===== src/rtl/assert_macros.svh =====
// Assertion helpers for the RTL file that carries checks.
`ifndef ASSERT_MACROS_SVH
`define ASSERT_MACROS_SVH

// Same-cycle implication, held off during reset.
`define SLTX_ASSERT_IMP(label, clk, rst_n, ante, cons) \
    label: assert property (@(posedge clk) disable iff (!(rst_n)) (ante) |-> (cons)) \
        else $error("same-cycle check failed");

// Next-cycle implication, held off during reset.
`define SLTX_ASSERT_NXT(label, clk, rst_n, ante, cons) \
    label: assert property (@(posedge clk) disable iff (!(rst_n)) (ante) |=> (cons)) \
        else $error("next-cycle check failed");

`endif


===== src/rtl/sltx_pkg.sv =====
`timescale 1ns / 1ps
// ----------------------------------------------------------------------------
// Sprite layer table package
// Item types, entry storage types, command codes and register addresses.
// ----------------------------------------------------------------------------
package sltx_pkg;

    localparam int SLTX_MAX_LAYERS = 16;

    localparam logic [2:0] CMD_ADD       = 3'd0;
    localparam logic [2:0] CMD_SET       = 3'd1;
    localparam logic [2:0] CMD_TRANSLATE = 3'd2;
    localparam logic [2:0] CMD_REMOVE    = 3'd3;
    localparam logic [2:0] CMD_GET       = 3'd4;
    localparam logic [2:0] CMD_EXTENT    = 3'd5;

    localparam logic [2:0] REG_BASE_WIDTH  = 3'd0;
    localparam logic [2:0] REG_BASE_HEIGHT = 3'd4;

    typedef struct packed {
        logic [2:0]         command;
        logic [3:0]         layer;
        logic signed [15:0] pos_x;
        logic signed [15:0] pos_y;
        logic [14:0]        sprite_width;
        logic [14:0]        sprite_height;
        logic [7:0]         sprite_tag;
    } t_item;

    typedef struct packed {
        logic [3:0]         slot;
        logic               ok;
        logic [7:0]         tag_out;
        logic [4:0]         layer_count;
        logic signed [15:0] origin_x;
        logic signed [15:0] origin_y;
        logic [16:0]        canvas_width;
        logic [16:0]        canvas_height;
    } t_result;

    typedef struct packed {
        logic signed [15:0] x;
        logic signed [15:0] y;
    } t_entry_xy;

    typedef struct packed {
        logic [14:0] w;
        logic [14:0] h;
        logic [7:0]  tag;
    } t_entry_attr;

endpackage


===== src/rtl/sltx_mem.sv =====
`timescale 1ns / 1ps
// ----------------------------------------------------------------------------
// Sprite layer entry memory
// Position and attribute stores, one write port each, shared registered read.
// ----------------------------------------------------------------------------
module sltx_mem #(
    parameter int DEPTH = 16,
    parameter int IDX_W = 4
) (
    input  logic                 i_clk,
    input  logic                 i_we_xy,
    input  logic                 i_we_attr,
    input  logic [IDX_W-1:0]     i_waddr,
    input  sltx_pkg::t_entry_xy   i_wxy,
    input  sltx_pkg::t_entry_attr i_wattr,
    input  logic [IDX_W-1:0]     i_raddr,
    output sltx_pkg::t_entry_xy   o_rxy,
    output sltx_pkg::t_entry_attr o_rattr
);
    import sltx_pkg::*;

    t_entry_xy   r_mem_xy   [DEPTH];
    t_entry_attr r_mem_attr [DEPTH];
    t_entry_xy   r_rxy;
    t_entry_attr r_rattr;

    always_ff @(posedge i_clk) begin
        if (i_we_xy) begin
            r_mem_xy[i_waddr] <= i_wxy;
        end
        if (i_we_attr) begin
            r_mem_attr[i_waddr] <= i_wattr;
        end
        r_rxy   <= r_mem_xy[i_raddr];
        r_rattr <= r_mem_attr[i_raddr];
    end

    assign o_rxy   = r_rxy;
    assign o_rattr = r_rattr;

endmodule


===== src/rtl/sltx_ext.sv =====
`timescale 1ns / 1ps
// ----------------------------------------------------------------------------
// Sprite layer extent unit
// Folds one layer per enabled cycle into the running canvas bounding box.
// ----------------------------------------------------------------------------
module sltx_ext (
    input  logic                 i_clk,
    input  logic                 i_init,
    input  logic [14:0]          i_base_w,
    input  logic [14:0]          i_base_h,
    input  logic                 i_en,
    input  sltx_pkg::t_entry_xy   i_xy,
    input  sltx_pkg::t_entry_attr i_attr,
    output logic signed [15:0]   o_left,
    output logic signed [15:0]   o_top,
    output logic [16:0]          o_width,
    output logic [16:0]          o_height
);
    import sltx_pkg::*;

    logic signed [15:0] r_left;
    logic signed [15:0] r_top;
    logic signed [16:0] r_right;
    logic signed [16:0] r_bottom;
    logic signed [16:0] far_x;
    logic signed [16:0] far_y;

    assign far_x = $signed({i_xy.x[15], i_xy.x}) + $signed({2'b00, i_attr.w});
    assign far_y = $signed({i_xy.y[15], i_xy.y}) + $signed({2'b00, i_attr.h});

    always_ff @(posedge i_clk) begin
        if (i_init) begin
            r_left   <= '0;
            r_top    <= '0;
            r_right  <= $signed({2'b00, i_base_w});
            r_bottom <= $signed({2'b00, i_base_h});
        end else if (i_en) begin
            if (i_xy.x < r_left) begin
                r_left <= i_xy.x;
            end
            if (i_xy.y < r_top) begin
                r_top <= i_xy.y;
            end
            if (far_x > r_right) begin
                r_right <= far_x;
            end
            if (far_y > r_bottom) begin
                r_bottom <= far_y;
            end
        end
    end

    assign o_left   = r_left;
    assign o_top    = r_top;
    assign o_width  = 17'(r_right - $signed({r_left[15], r_left}));
    assign o_height = 17'(r_bottom - $signed({r_top[15], r_top}));

endmodule


===== src/rtl/sprite_layer_table_extent_core.sv =====
`timescale 1ns / 1ps
`include "assert_macros.svh"
// ----------------------------------------------------------------------------
// Sprite layer table with bounding-box extent
// Command-driven layer table with a sequenced scan and extent walk.
// ----------------------------------------------------------------------------
// An item is taken at a clock edge where start is high and busy is low. Each
// item gives exactly one result, shown on o_result for one cycle with
// o_strobe high; the receiver cannot stall, so it must take it then.
// Set, translate, remove and unknown commands finish in the execute state;
// a get of a valid layer also passes through a state that takes the tag from
// the entry memory. Add scans the valid bits one slot per cycle up to the
// count and appends if no free slot is found. Extent reads one layer per cycle
// from the entry memory through the extent unit. The entry memory has a single
// read port. busy is low again in the cycle that shows the strobe.
// Reset empties the table, clears the valid bits and zeroes both base sizes.
// The user must write the base sizes through the APB port at byte addresses
// 0 and 4 only while the block is idle; the block itself does not enforce it.
// ----------------------------------------------------------------------------
module sprite_layer_table_extent_core #(
    parameter int MAX_LAYERS = sltx_pkg::SLTX_MAX_LAYERS
) (
    input  logic              i_clk,
    input  logic              i_rst_n,
    input  logic              start,
    output logic              busy,
    input  sltx_pkg::t_item   i_item,
    output logic              o_strobe,
    output sltx_pkg::t_result o_result,
    input  logic              psel,
    input  logic              penable,
    input  logic              pwrite,
    input  logic [2:0]        paddr,
    input  logic [31:0]       pwdata,
    output logic [31:0]       prdata,
    output logic              pready
);
    import sltx_pkg::*;

    localparam int CNT_W = $clog2(MAX_LAYERS + 1);
    localparam int IDX_W = (MAX_LAYERS > 1) ? $clog2(MAX_LAYERS) : 1;
    localparam int CMP_W = (CNT_W > 4) ? CNT_W : 4;

    localparam logic [2:0] S_IDLE = 3'd0;
    localparam logic [2:0] S_EXEC = 3'd1;
    localparam logic [2:0] S_SCAN = 3'd2;
    localparam logic [2:0] S_WALK = 3'd3;
    localparam logic [2:0] S_GET  = 3'd4;

    logic [2:0]            r_state, n_state;
    t_item                 r_item, n_item;
    logic [CNT_W-1:0]      r_idx, n_idx;
    logic [CNT_W-1:0]      r_count, n_count;
    logic [MAX_LAYERS-1:0] r_valid, n_valid;
    logic                  r_pend, n_pend;
    t_result               r_res, n_res;
    logic                  r_strobe, n_strobe;
    logic [14:0]           r_base_w;
    logic [14:0]           r_base_h;

    logic                  we_xy;
    logic                  we_attr;
    logic [IDX_W-1:0]      waddr;
    t_entry_xy             wxy;
    t_entry_attr           wattr;
    logic [IDX_W-1:0]      raddr;
    t_entry_xy             rd_xy;
    t_entry_attr           rd_attr;
    logic                  ext_init;
    logic                  ext_en;
    logic signed [15:0]    ext_left;
    logic signed [15:0]    ext_top;
    logic [16:0]           ext_width;
    logic [16:0]           ext_height;

    logic                  in_count;
    logic [IDX_W-1:0]      layer_idx;
    logic                  do_append;
    logic                  fin;
    logic                  res_ok;
    logic [3:0]            res_slot;
    logic [7:0]            res_tag;
    logic                  res_ext;
    logic                  cfg_wr;

    assign in_count  = CMP_W'(r_item.layer) < CMP_W'(r_count);
    assign layer_idx = IDX_W'(r_item.layer);

    always_comb begin
        n_state   = r_state;
        n_item    = r_item;
        n_idx     = r_idx;
        n_count   = r_count;
        n_valid   = r_valid;
        n_pend    = 1'b0;
        n_res     = r_res;
        n_strobe  = 1'b0;
        we_xy     = 1'b0;
        we_attr   = 1'b0;
        waddr     = layer_idx;
        wxy       = '{x: r_item.pos_x, y: r_item.pos_y};
        wattr     = '{w: r_item.sprite_width, h: r_item.sprite_height,
                      tag: r_item.sprite_tag};
        raddr     = layer_idx;
        ext_init  = 1'b0;
        ext_en    = 1'b0;
        do_append = 1'b0;
        fin       = 1'b0;
        res_ok    = 1'b0;
        res_slot  = '0;
        res_tag   = '0;
        res_ext   = 1'b0;

        case (r_state)
            S_IDLE: begin
                if (start) begin
                    n_item  = i_item;
                    n_state = S_EXEC;
                end
            end
            S_EXEC: begin
                case (r_item.command)
                    CMD_ADD: begin
                        n_idx   = '0;
                        n_state = S_SCAN;
                    end
                    CMD_SET: begin
                        if (in_count) begin
                            we_xy              = 1'b1;
                            we_attr            = 1'b1;
                            n_valid[layer_idx] = 1'b1;
                            res_slot           = r_item.layer;
                            res_ok             = 1'b1;
                            fin                = 1'b1;
                        end else begin
                            do_append = 1'b1;
                        end
                    end
                    CMD_TRANSLATE: begin
                        if (in_count && r_valid[layer_idx]) begin
                            we_xy  = 1'b1;
                            res_ok = 1'b1;
                        end
                        fin = 1'b1;
                    end
                    CMD_REMOVE: begin
                        if (in_count) begin
                            we_xy              = 1'b1;
                            wxy                = '0;
                            n_valid[layer_idx] = 1'b0;
                            res_ok             = 1'b1;
                        end
                        fin = 1'b1;
                    end
                    CMD_GET: begin
                        if (in_count && r_valid[layer_idx]) begin
                            n_state = S_GET;
                        end else begin
                            fin = 1'b1;
                        end
                    end
                    CMD_EXTENT: begin
                        ext_init = 1'b1;
                        n_idx    = '0;
                        n_state  = S_WALK;
                    end
                    default: begin
                        fin = 1'b1;
                    end
                endcase
            end
            S_SCAN: begin
                if (r_idx == r_count) begin
                    do_append = 1'b1;
                end else if (!r_valid[r_idx[IDX_W-1:0]]) begin
                    we_xy          = 1'b1;
                    we_attr        = 1'b1;
                    waddr          = r_idx[IDX_W-1:0];
                    n_valid[waddr] = 1'b1;
                    res_slot       = 4'(r_idx);
                    res_ok         = 1'b1;
                    fin            = 1'b1;
                end else begin
                    n_idx = r_idx + 1'b1;
                end
            end
            S_WALK: begin
                ext_en = r_pend;
                if (r_idx != r_count) begin
                    raddr  = r_idx[IDX_W-1:0];
                    n_pend = r_valid[r_idx[IDX_W-1:0]];
                    n_idx  = r_idx + 1'b1;
                end else if (!r_pend) begin
                    res_ok  = 1'b1;
                    res_ext = 1'b1;
                    fin     = 1'b1;
                end
            end
            S_GET: begin
                res_tag = rd_attr.tag;
                res_ok  = 1'b1;
                fin     = 1'b1;
            end
            default: begin
                n_state = S_IDLE;
            end
        endcase

        if (do_append) begin
            if (r_count < CNT_W'(MAX_LAYERS)) begin
                we_xy          = 1'b1;
                we_attr        = 1'b1;
                waddr          = r_count[IDX_W-1:0];
                n_valid[waddr] = 1'b1;
                n_count        = r_count + 1'b1;
                res_slot       = 4'(r_count);
                res_ok         = 1'b1;
            end
            fin = 1'b1;
        end

        if (fin) begin
            n_state             = S_IDLE;
            n_strobe            = 1'b1;
            n_res.slot          = res_slot;
            n_res.ok            = res_ok;
            n_res.tag_out       = res_tag;
            n_res.layer_count   = 5'(n_count);
            n_res.origin_x      = res_ext ? ext_left : '0;
            n_res.origin_y      = res_ext ? ext_top : '0;
            n_res.canvas_width  = res_ext ? ext_width : '0;
            n_res.canvas_height = res_ext ? ext_height : '0;
        end
    end

    always_ff @(posedge i_clk) begin
        if (!i_rst_n) begin
            r_state  <= S_IDLE;
            r_idx    <= '0;
            r_count  <= '0;
            r_valid  <= '0;
            r_pend   <= 1'b0;
            r_strobe <= 1'b0;
        end else begin
            r_state  <= n_state;
            r_idx    <= n_idx;
            r_count  <= n_count;
            r_valid  <= n_valid;
            r_pend   <= n_pend;
            r_strobe <= n_strobe;
        end
    end

    always_ff @(posedge i_clk) begin
        r_item <= n_item;
        r_res  <= n_res;
    end

    assign cfg_wr = psel && penable && pwrite && pready;

    always_ff @(posedge i_clk) begin
        if (!i_rst_n) begin
            r_base_w <= '0;
            r_base_h <= '0;
        end else if (cfg_wr) begin
            if (paddr[2] == REG_BASE_WIDTH[2]) begin
                r_base_w <= pwdata[14:0];
            end
            if (paddr[2] == REG_BASE_HEIGHT[2]) begin
                r_base_h <= pwdata[14:0];
            end
        end
    end

    assign prdata = (paddr[2] == REG_BASE_HEIGHT[2]) ? {17'd0, r_base_h} : {17'd0, r_base_w};
    assign pready = 1'b1;

    sltx_mem #(
        .DEPTH (MAX_LAYERS),
        .IDX_W (IDX_W)
    ) u_mem (
        .i_clk     (i_clk),
        .i_we_xy   (we_xy),
        .i_we_attr (we_attr),
        .i_waddr   (waddr),
        .i_wxy     (wxy),
        .i_wattr   (wattr),
        .i_raddr   (raddr),
        .o_rxy     (rd_xy),
        .o_rattr   (rd_attr)
    );

    sltx_ext u_ext (
        .i_clk    (i_clk),
        .i_init   (ext_init),
        .i_base_w (r_base_w),
        .i_base_h (r_base_h),
        .i_en     (ext_en),
        .i_xy     (rd_xy),
        .i_attr   (rd_attr),
        .o_left   (ext_left),
        .o_top    (ext_top),
        .o_width  (ext_width),
        .o_height (ext_height)
    );

    assign busy     = (r_state != S_IDLE);
    assign o_strobe = r_strobe;
    assign o_result = r_res;

    `SLTX_ASSERT_IMP(a_strobe_idle, i_clk, i_rst_n, o_strobe, !busy)
    `SLTX_ASSERT_NXT(a_accept_busy, i_clk, i_rst_n, start && !busy, busy)
    `SLTX_ASSERT_IMP(a_count_bound, i_clk, i_rst_n, 1'b1, r_count <= CNT_W'(MAX_LAYERS))
    `SLTX_ASSERT_NXT(a_walk_drain, i_clk, i_rst_n,
        (r_state == S_WALK) && (r_idx == r_count), !r_pend)

endmodule


===== config.mk =====
export PLATFORM = sky130hd
export DESIGN_NAME = sprite_layer_table_extent_core
export DESIGN_NICKNAME = d
export VERILOG_FILES = /design/src/rtl/sltx_pkg.sv /design/src/rtl/sltx_mem.sv /design/src/rtl/sltx_ext.sv /design/src/rtl/sprite_layer_table_extent_core.sv
export VERILOG_INCLUDE_DIRS = /design/src /design/src/rtl
export SDC_FILE = /design/constraint.sdc
export NUM_CORES = 2
export LEC_CHECK = 0
export BUFFER_PORTS_ARGS = -buffer_cell sky130_fd_sc_hd__buf_2
export CAP_MARGIN = 10
export CORE_MARGIN = 2
export CORE_UTILIZATION = 45
export CTS_CLUSTER_SIZE = 30
export DETAILED_ROUTE_END_ITERATION = 12
export SKIP_CTS_REPAIR_TIMING = 1
export SLEW_MARGIN = 25
export SYNTH_ARGS = -nofsm -noshare
export SYNTH_HDL_FRONTEND = slang
export SYNTH_SLANG_ARGS = --single-unit

===== constraint.sdc =====
create_clock -name i_clk -period 9.59 [get_ports i_clk]
set_input_delay 0.4795 -clock i_clk [delete_from_list [all_inputs] [get_ports i_clk]]
set_output_delay 0.4795 -clock i_clk [all_outputs]
set_load 0.01 [all_outputs]

# Yosys cells after proc, flatten, opt, wreduce, memory -nomap -nowiden
# Memory sizes are Yosys's and may differ from the RTL's. A register that Yosys moved wholly into a read port is not among the register bits.
# Index checks and enable logic that the tools add are counted.
[word_totals]
reg_bits = 288
mem_bits_rw = 1120
elab_cells = 191
memories = 2
in_bits = 118
output_inout_bits = 119
[op_classes]
n_addsub = 6
n_reduce_logical = 29
muxes = 87
order_cmp = 12
n_eq_ne = 18
bitwise_logic = 8
[mem_list]
columns = ["memory", "words", "width", "rd", "rd_ports_with_merged_regs", "wr", "line", "rtl"]
rows = [
  ["u_mem.r_mem_attr", 16, 38, 1, 1, 1, "sltx_mem.sv:23", "t_entry_attr r_mem_attr [DEPTH];"],
  ["u_mem.r_mem_xy", 16, 32, 1, 1, 1, "sltx_mem.sv:22", "t_entry_xy r_mem_xy [DEPTH];"],
]
[ops]
columns = ["operator", "count"]
rows = [
  ["$mux 15", 7],
  ["$mux 16", 6],
  ["$mux 32", 3],
  ["$pmux 16 s2", 2],
  ["$mux 4", 13],
  ["$or 16x16->16", 3],
  ["$add 16x16->17", 2],
  ["$gt 17x17->1", 2],
  ["$sub 17x16->17", 2],
  ["$lt 16x16->1", 2],
  ["$mux 1", 32],
  ["$mux 5", 6],
  ["$pmux 3 s3", 2],
  ["$reduce_and 2->1", 9],
  ["$and 16x16->16", 1],
  ["$not 16->16", 1],
  ["$lt 4x5->1 const B", 3],
  ["$pmux 5 s3", 1],
  ["$demux 1 s4", 3],
  ["$eq 3x2->1 const B", 4],
  ["$ge 4x1->1 const B", 3],
  ["$add 5x1->5 const B", 2],
  ["$ne 2x2->1 const B", 5],
  ["$eq 3x3->1 const B", 3],
  ["other kinds (23)", 43],
]

# Longest topological paths before layout
[depth]
depth_word = 12
depth_mapped = 17
mapped_depth_nobuf = 17

# By module
# From an unflattened synthesis, not the netlist that was laid out.
[unflattened]
cells_unflattened = 3464
area_unflattened_um2 = 60508.0
[modules_own_cells]
columns = ["mod", "seq_area_each_um2", "area_per_inst_um2", "n_inst", "cells_per_inst"]
rows = [
  ["sltx_mem", 35033.6, 43424.1, 1, 1825],
  ["sprite_layer_table_extent_core", 6055.8, 9439.1, 1, 756],
  ["sltx_ext", 1621.6, 7644.8, 1, 883],
]

# Worst setup path after synthesis
# Ideal clock, no wire load.
[synth_timing]
path_type = "register to register"
startpoint = "register r_state[0]"
endpoint = "register r_item (netlist bit layer_idx[0]), enable pin"
setup_time_ns = 0.729
period_less_slack_ns = 9.281
n_path_buf = 2
t_arrival_ns = 8.552
t_required_ns = 8.861
slack_ns = 0.309
stages_incl_launch_ff = 4
path_cell_list = "dfxtp_1 > buf_2 > clkbuf_1 > nor4b_1"
[synth_between]
elab_chain_len = 2
[synth_rtl]
columns = ["element", "line", "rtl"]
rows = [
  ["start, declared", "sprite_layer_table_extent_core.sv:50", "logic [2:0] r_state, n_state;"],
  ["start signal, assigned", "sprite_layer_table_extent_core.sv:245", "r_state <= n_state;"],
  ["$logic_not 3->1", "sprite_layer_table_extent_core.sv:114", "case (r_state)"],
  ["$reduce_and 2->1 (no line)", "--", ""],
  ["end signal, assigned", "sprite_layer_table_extent_core.sv:255", "r_item <= n_item;"],
  ["end, declared", "sprite_layer_table_extent_core.sv:51", "t_item r_item, n_item;"],
]
# No other way between the ends.
# A chain may end at the register's enable or synchronous reset.

# Worst setup path after layout
[layout_timing]
startpoint = "register r_item (netlist bit layer_idx[1])"
endpoint = "memory u_mem.r_mem_attr[7][9] (netlist bit), enable pin"
[layout_between]
elab_chain_len = 8
word_cells_on_any_way = 16
classes_between = "1 x order compare; 15 x mux"
[layout_rtl]
columns = ["element", "line", "rtl"]
rows = [
  ["$lt 4x5->1", "sprite_layer_table_extent_core.sv:86", "assign in_count = CMP_W'(r_item.layer) < CMP_W'(r_count);"],
  ["$mux 1", "sprite_layer_table_extent_core.sv:128", "if (in_count) begin"],
  ["$mux 1", "sprite_layer_table_extent_core.sv:122", "case (r_item.command)"],
  ["$pmux 1 s2", "sprite_layer_table_extent_core.sv:114", ""],
  ["$mux 1", "sprite_layer_table_extent_core.sv:210", "if (r_count < CNT_W'(MAX_LAYERS)) begin"],
  ["$mux 1", "sprite_layer_table_extent_core.sv:209", "if (do_append) begin"],
  ["$mux 1", "sltx_mem.sv:31", "if (i_we_attr) begin"],
  ["$mux 1 (implied by the code)", "sltx_mem.sv:32", "r_mem_attr[i_waddr] <= i_wattr;"],
  ["end, declared", "sltx_mem.sv:23", ""],
]
# Parallel ways exist; a longest one is shown, timed or not.

==> impl_results.md <==
- Number of distinct library cells after synthesis: 77
- Clock Latency Late Sink: 790 ps
- IO Pins: 237
- Clock skew after layout: 32.3 ps
- Post-detailed-route DRC marker count: 0
- Die footprint: 135000 um^2
- Number of vias in the routed layout: between 30000 and 40000
- Endpoints failing setup: 0
- Synth Warn #: 0
- Clk root buf: clkbuf_16
- Max cap viols: 0
- Share of the synthesized area in the top cell type: 0.661
- Origin of the critical flop-to-flop path: layer_idx[1]$_DFFE_PP_
- Arrival time at the worst endpoint: 5600 ps
- Row count: 133
- Starting density of the core: 0.453
- Number of input and output port buffers inserted: 199
- Final core area utilization: 0.522
- Vias in the first global route: 31200
- Switching power: about 5.0 mW
- Total instance count after detailed placement: roughly 5300
- Setup repair after global routing missed its margin: false
- Met3 wire length: a little over 8000 um
- Proportion of power drawn by the clock network: 0.326
- Core Region: approximately 130000 um^2
- Antenna-violating nets left: 0
- Cell internal power dissipation: 12.5 mW
- Detailed-route wire length: 147000 um
- Routed wl met2: 68600 um
- Sum of routed wire segments on met1: between 60000 and 70000 um
- Number of clock buffers inserted by TritonCTS: 155
- Maximum number of pins on one net before global-route repair: 141
- Class of the most critical hold timing path: input pin to flop
- Uppermost routed layer: met4
- Pin slew with the least headroom to its limit: ~1100 ps
- Weighted congestion reported at the end of routability-driven placement: 0.853
- Hold WS: 15.7 ps
- Flip-flop cell with the highest count after synthesis: edfxtp_1
- Bufs on Longest Clock Path: 3
- Crit path max fanout: 38
- Number of flip-flops and latches in the synthesized netlist: between 1000 and 1500
- Launching element of the worst setup path: layer_idx[1]$_DFFE_PP_
- Routed wirelength normalized by instance count: 26.2 um
- Worst slew slack as a fraction of its limit: 0.271
- DR vias/cell: 5.63
- Startpoint of the tightest hold check path: pwdata[8]
- Synthesized netlist cell count: 3382
- Fill cell total of the finished layout: 10600
- Number of antenna violations at the first check in global routing: 3
- Worst-path clk slew: 60 ps
- Net count, final: 4002
- Final Max Tran Viols: 0
- Clock sink count: 1478
- Number of enable-type register cells in the synthesized netlist: 1311
- Kind of start point of the critical path: flop
- TritonRoute pass-1 iters: 7
- Fraction of final layout cells sized beyond drive strength 1: 0.225
- Die Height: 368 um
- Total power divided by cell area: around 260 nW/um^2
- Switching part of the total: 0.288
- Worst IR drop on VDD: between 0.00015 and 0.0002 V
- Summed instance area of the synthesized netlist: 59600 um^2
- Sequential share of the synthesized area: 0.717
- Combinational share of power: 0.200
- Final worst path period need: 5200 ps
- Synthesized area divided by synthesized cell count: 17.6 um^2
- Sequential Power Share: 0.473
- Leading area contributor after synthesis: edfxtp_1
- R2r worst-path depth: 9
- Hold Fails Final Rpt: 0
- Leakage power: 23.2 nW
- Aggregate negative setup slack: 0 ps
- Top achievable clock speed: between 150 and 200 MHz
- Outcome: finished clean
- Number of DRC markers in iteration 0: 3286
- Post-synthesis async set-or-reset flop share: 0
- Die boundary width: 368 um
- Kind of critical path: flop to flop
- Clock tree from TritonCTS: built
- Ratio of final minimum period to clock period: 0.543
- Endpoint required time on the critical path: between 9000 and 10000 ps
- Global routing usage summed across all routing layers: 0.217
- Number of standard cells in the final layout excluding fillers: 5621
- Number of H-tree levels: 4
- Global-route wire length before repair: about 210000 um
- Total global routing overflow: 0
- Area contributors post-synth: edfxtp_1, mux4_2, dfxtp_1
- Count of cells along the worst hold path: 3
- Capturing element type of the critical path: flop
- Signed area change from the synthesized netlist to the final layout: 15.1%
- HPWL reported at the end of detailed placement: ~84000 um
==> placed cells by master (no fill, tap or decap), types with 31 or more instances in the layout <==
cell / netlist / layout
xnor2_1: 37 / 37
edfxtp_1: 1311 / 1311
nand2_1: 218 / 218
nand3_1: 38 / 38
nor3_1: 38 / 34
a21o_1: 31 / 31
inv_1: 103 / 102
o21ai_0: 64 / 62
buf_2: 39 / 200
nor2b_1: 49 / 43
clkbuf_1: 83 / 42
dlygate4sd3_1: 0 / 90
a22oi_1: 154 / 154
mux2_2: 35 / 35
nor2_1: 173 / 142
buf_4: 26 / 60
a21boi_0: 52 / 52
mux4_2: 288 / 288
mux2i_1: 35 / 33
ha_1: 137 / 137
clkbuf_16: 0 / 155
a21oi_1: 61 / 61
dfxtp_1: 167 / 167
==> final cells by class <==
| cell class | count | area [um^2] | area share |
|---|---|---|---|
| clock inverter | 72 | 681 | 0.00992 |
| multi-input combinational | 1650 | 16000 | 0.233 |
| tap | 1755 | 2200 | 0.0320 |
| clock buffer | 207 | 4170 | 0.0607 |
| antenna | 1 | 2.50 | 0.0000365 |
| sequential | 1478 | 42700 | 0.622 |
| inverter | 103 | 389 | 0.00567 |
| timing repair buffer | 355 | 2460 | 0.0358 |
==> state kept, by name, indices dropped and copies added, names as in the netlist <==
| register | flops |
|---|---|
| r_count | 5 |
| u_ext.o_left | 16 |
| r_valid | 16 |
| o_result | 84 |
| r_idx | 5 |
| r_base_w | 15 |
| u_ext.r_bottom | 17 |
| u_ext.r_right | 17 |
| u_mem.o_rxy | 32 |
| layer_idx | 4 |
| o_strobe | 1 |
| u_ext.o_top | 16 |
| r_state | 3 |
| r_base_h | 15 |
| r_pend | 1 |
| u_mem.r_mem_attr | 608 |
| u_mem.r_mem_xy | 512 |
| r_item | 73 |
| u_mem.o_rattr | 38 |
==> power by group through the flow <==
stage                     sequential [mW]  combinational (mW)  clock (mW)
after global routing                 8.35                3.89        6.09
final                                8.30                3.51        5.72
after floorplan                      8.24                2.42           0
after global placement               8.43                3.46           0
after CTS                            8.30                3.52        5.84
after detailed placement             8.43                3.50           0
==> worst max-delay path: stages (launching register included) <==
cell	delay [ps]
edfxtp_1	970
ha_1	380
a21o_1	160
a211o_1	320
nor4b_2	200
or2_1	410
a32oi_1	550
nand3_1	780
nor3_2	300
buf_4	680
==> synth_stat cells, drive strengths merged, types with 7 or more instances <==
cell type,instances
edfxtp,1311
mux4,289
nand2,218
nor2,174
dfxtp,167
a22oi,154
ha,137
inv,103
buf,84
clkbuf,83
o21ai,65
a21oi,61
a21boi,52
nor2b,49
nand3,40
nor3,39
xnor2,37
mux2i,36
mux2,35
a21o,31
and2,23
xor2,21
a211oi,17
o21a,17
nand2b,16
nor4,12
nand4,11
or3,9
a31oi,7
o211ai,7
o31ai,7
==> final timing paths <==
| path | endpoint | slack [ps] |
|---|---|---|
| setup / recovery | u_mem.r_mem_attr[7][9]$_DFFE_PP_ | 4390 |
| hold / removal | r_base_w[8]$_SDFFE_PN0P_ | 20 |
| setup reg to reg | u_mem.r_mem_attr[7][9]$_DFFE_PP_ | 4390 |
| hold reg to reg | u_ext.o_top[12]$_SDFFE_PP0P_ | 470 |
==> through the flow <==
| stage | instance area, um^2 | setup slack (ps) | total power, mW |
|---|---|---|---|
| after floorplan | 59600 | 309 | 10.7 |
| after global placement | 62800 | 4460 | 11.9 |
| after detailed placement | 62800 | 4470 | 11.9 |
| after CTS | 67700 | 4430 | 17.7 |
| after global routing | 68600 | 4130 | 18.3 |
| final | 68600 | 4390 | 17.5 |
==> logic make-up (layout without fill, tap and decap cells) <==
group                    count (synthesis)  count (layout)  share of synthesized area
adder cells (fa/ha/maj)                141             141                     0.0301
XOR/XNOR                                58              58                    0.00852
AO/OA/AOI/OAI                          456             456                     0.0532
buffers and inverters                  270             737                     0.0215
other                                    2              19                   0.000126
flip-flops                            1478            1478                      0.717
AND/OR/NAND/NOR                        617             617                     0.0476
multiplexers                           360             360                      0.122
==> routing by layer <==
layer / vias to the layer above / track usage
met1: 16400 / 0.319
met3: 205 / 0.0310
met2: 1004 / 0.337
met5: - / 0
li1: 14100 / -
met4: 0 / 0.0635
(Power assumes the default switching activity.)
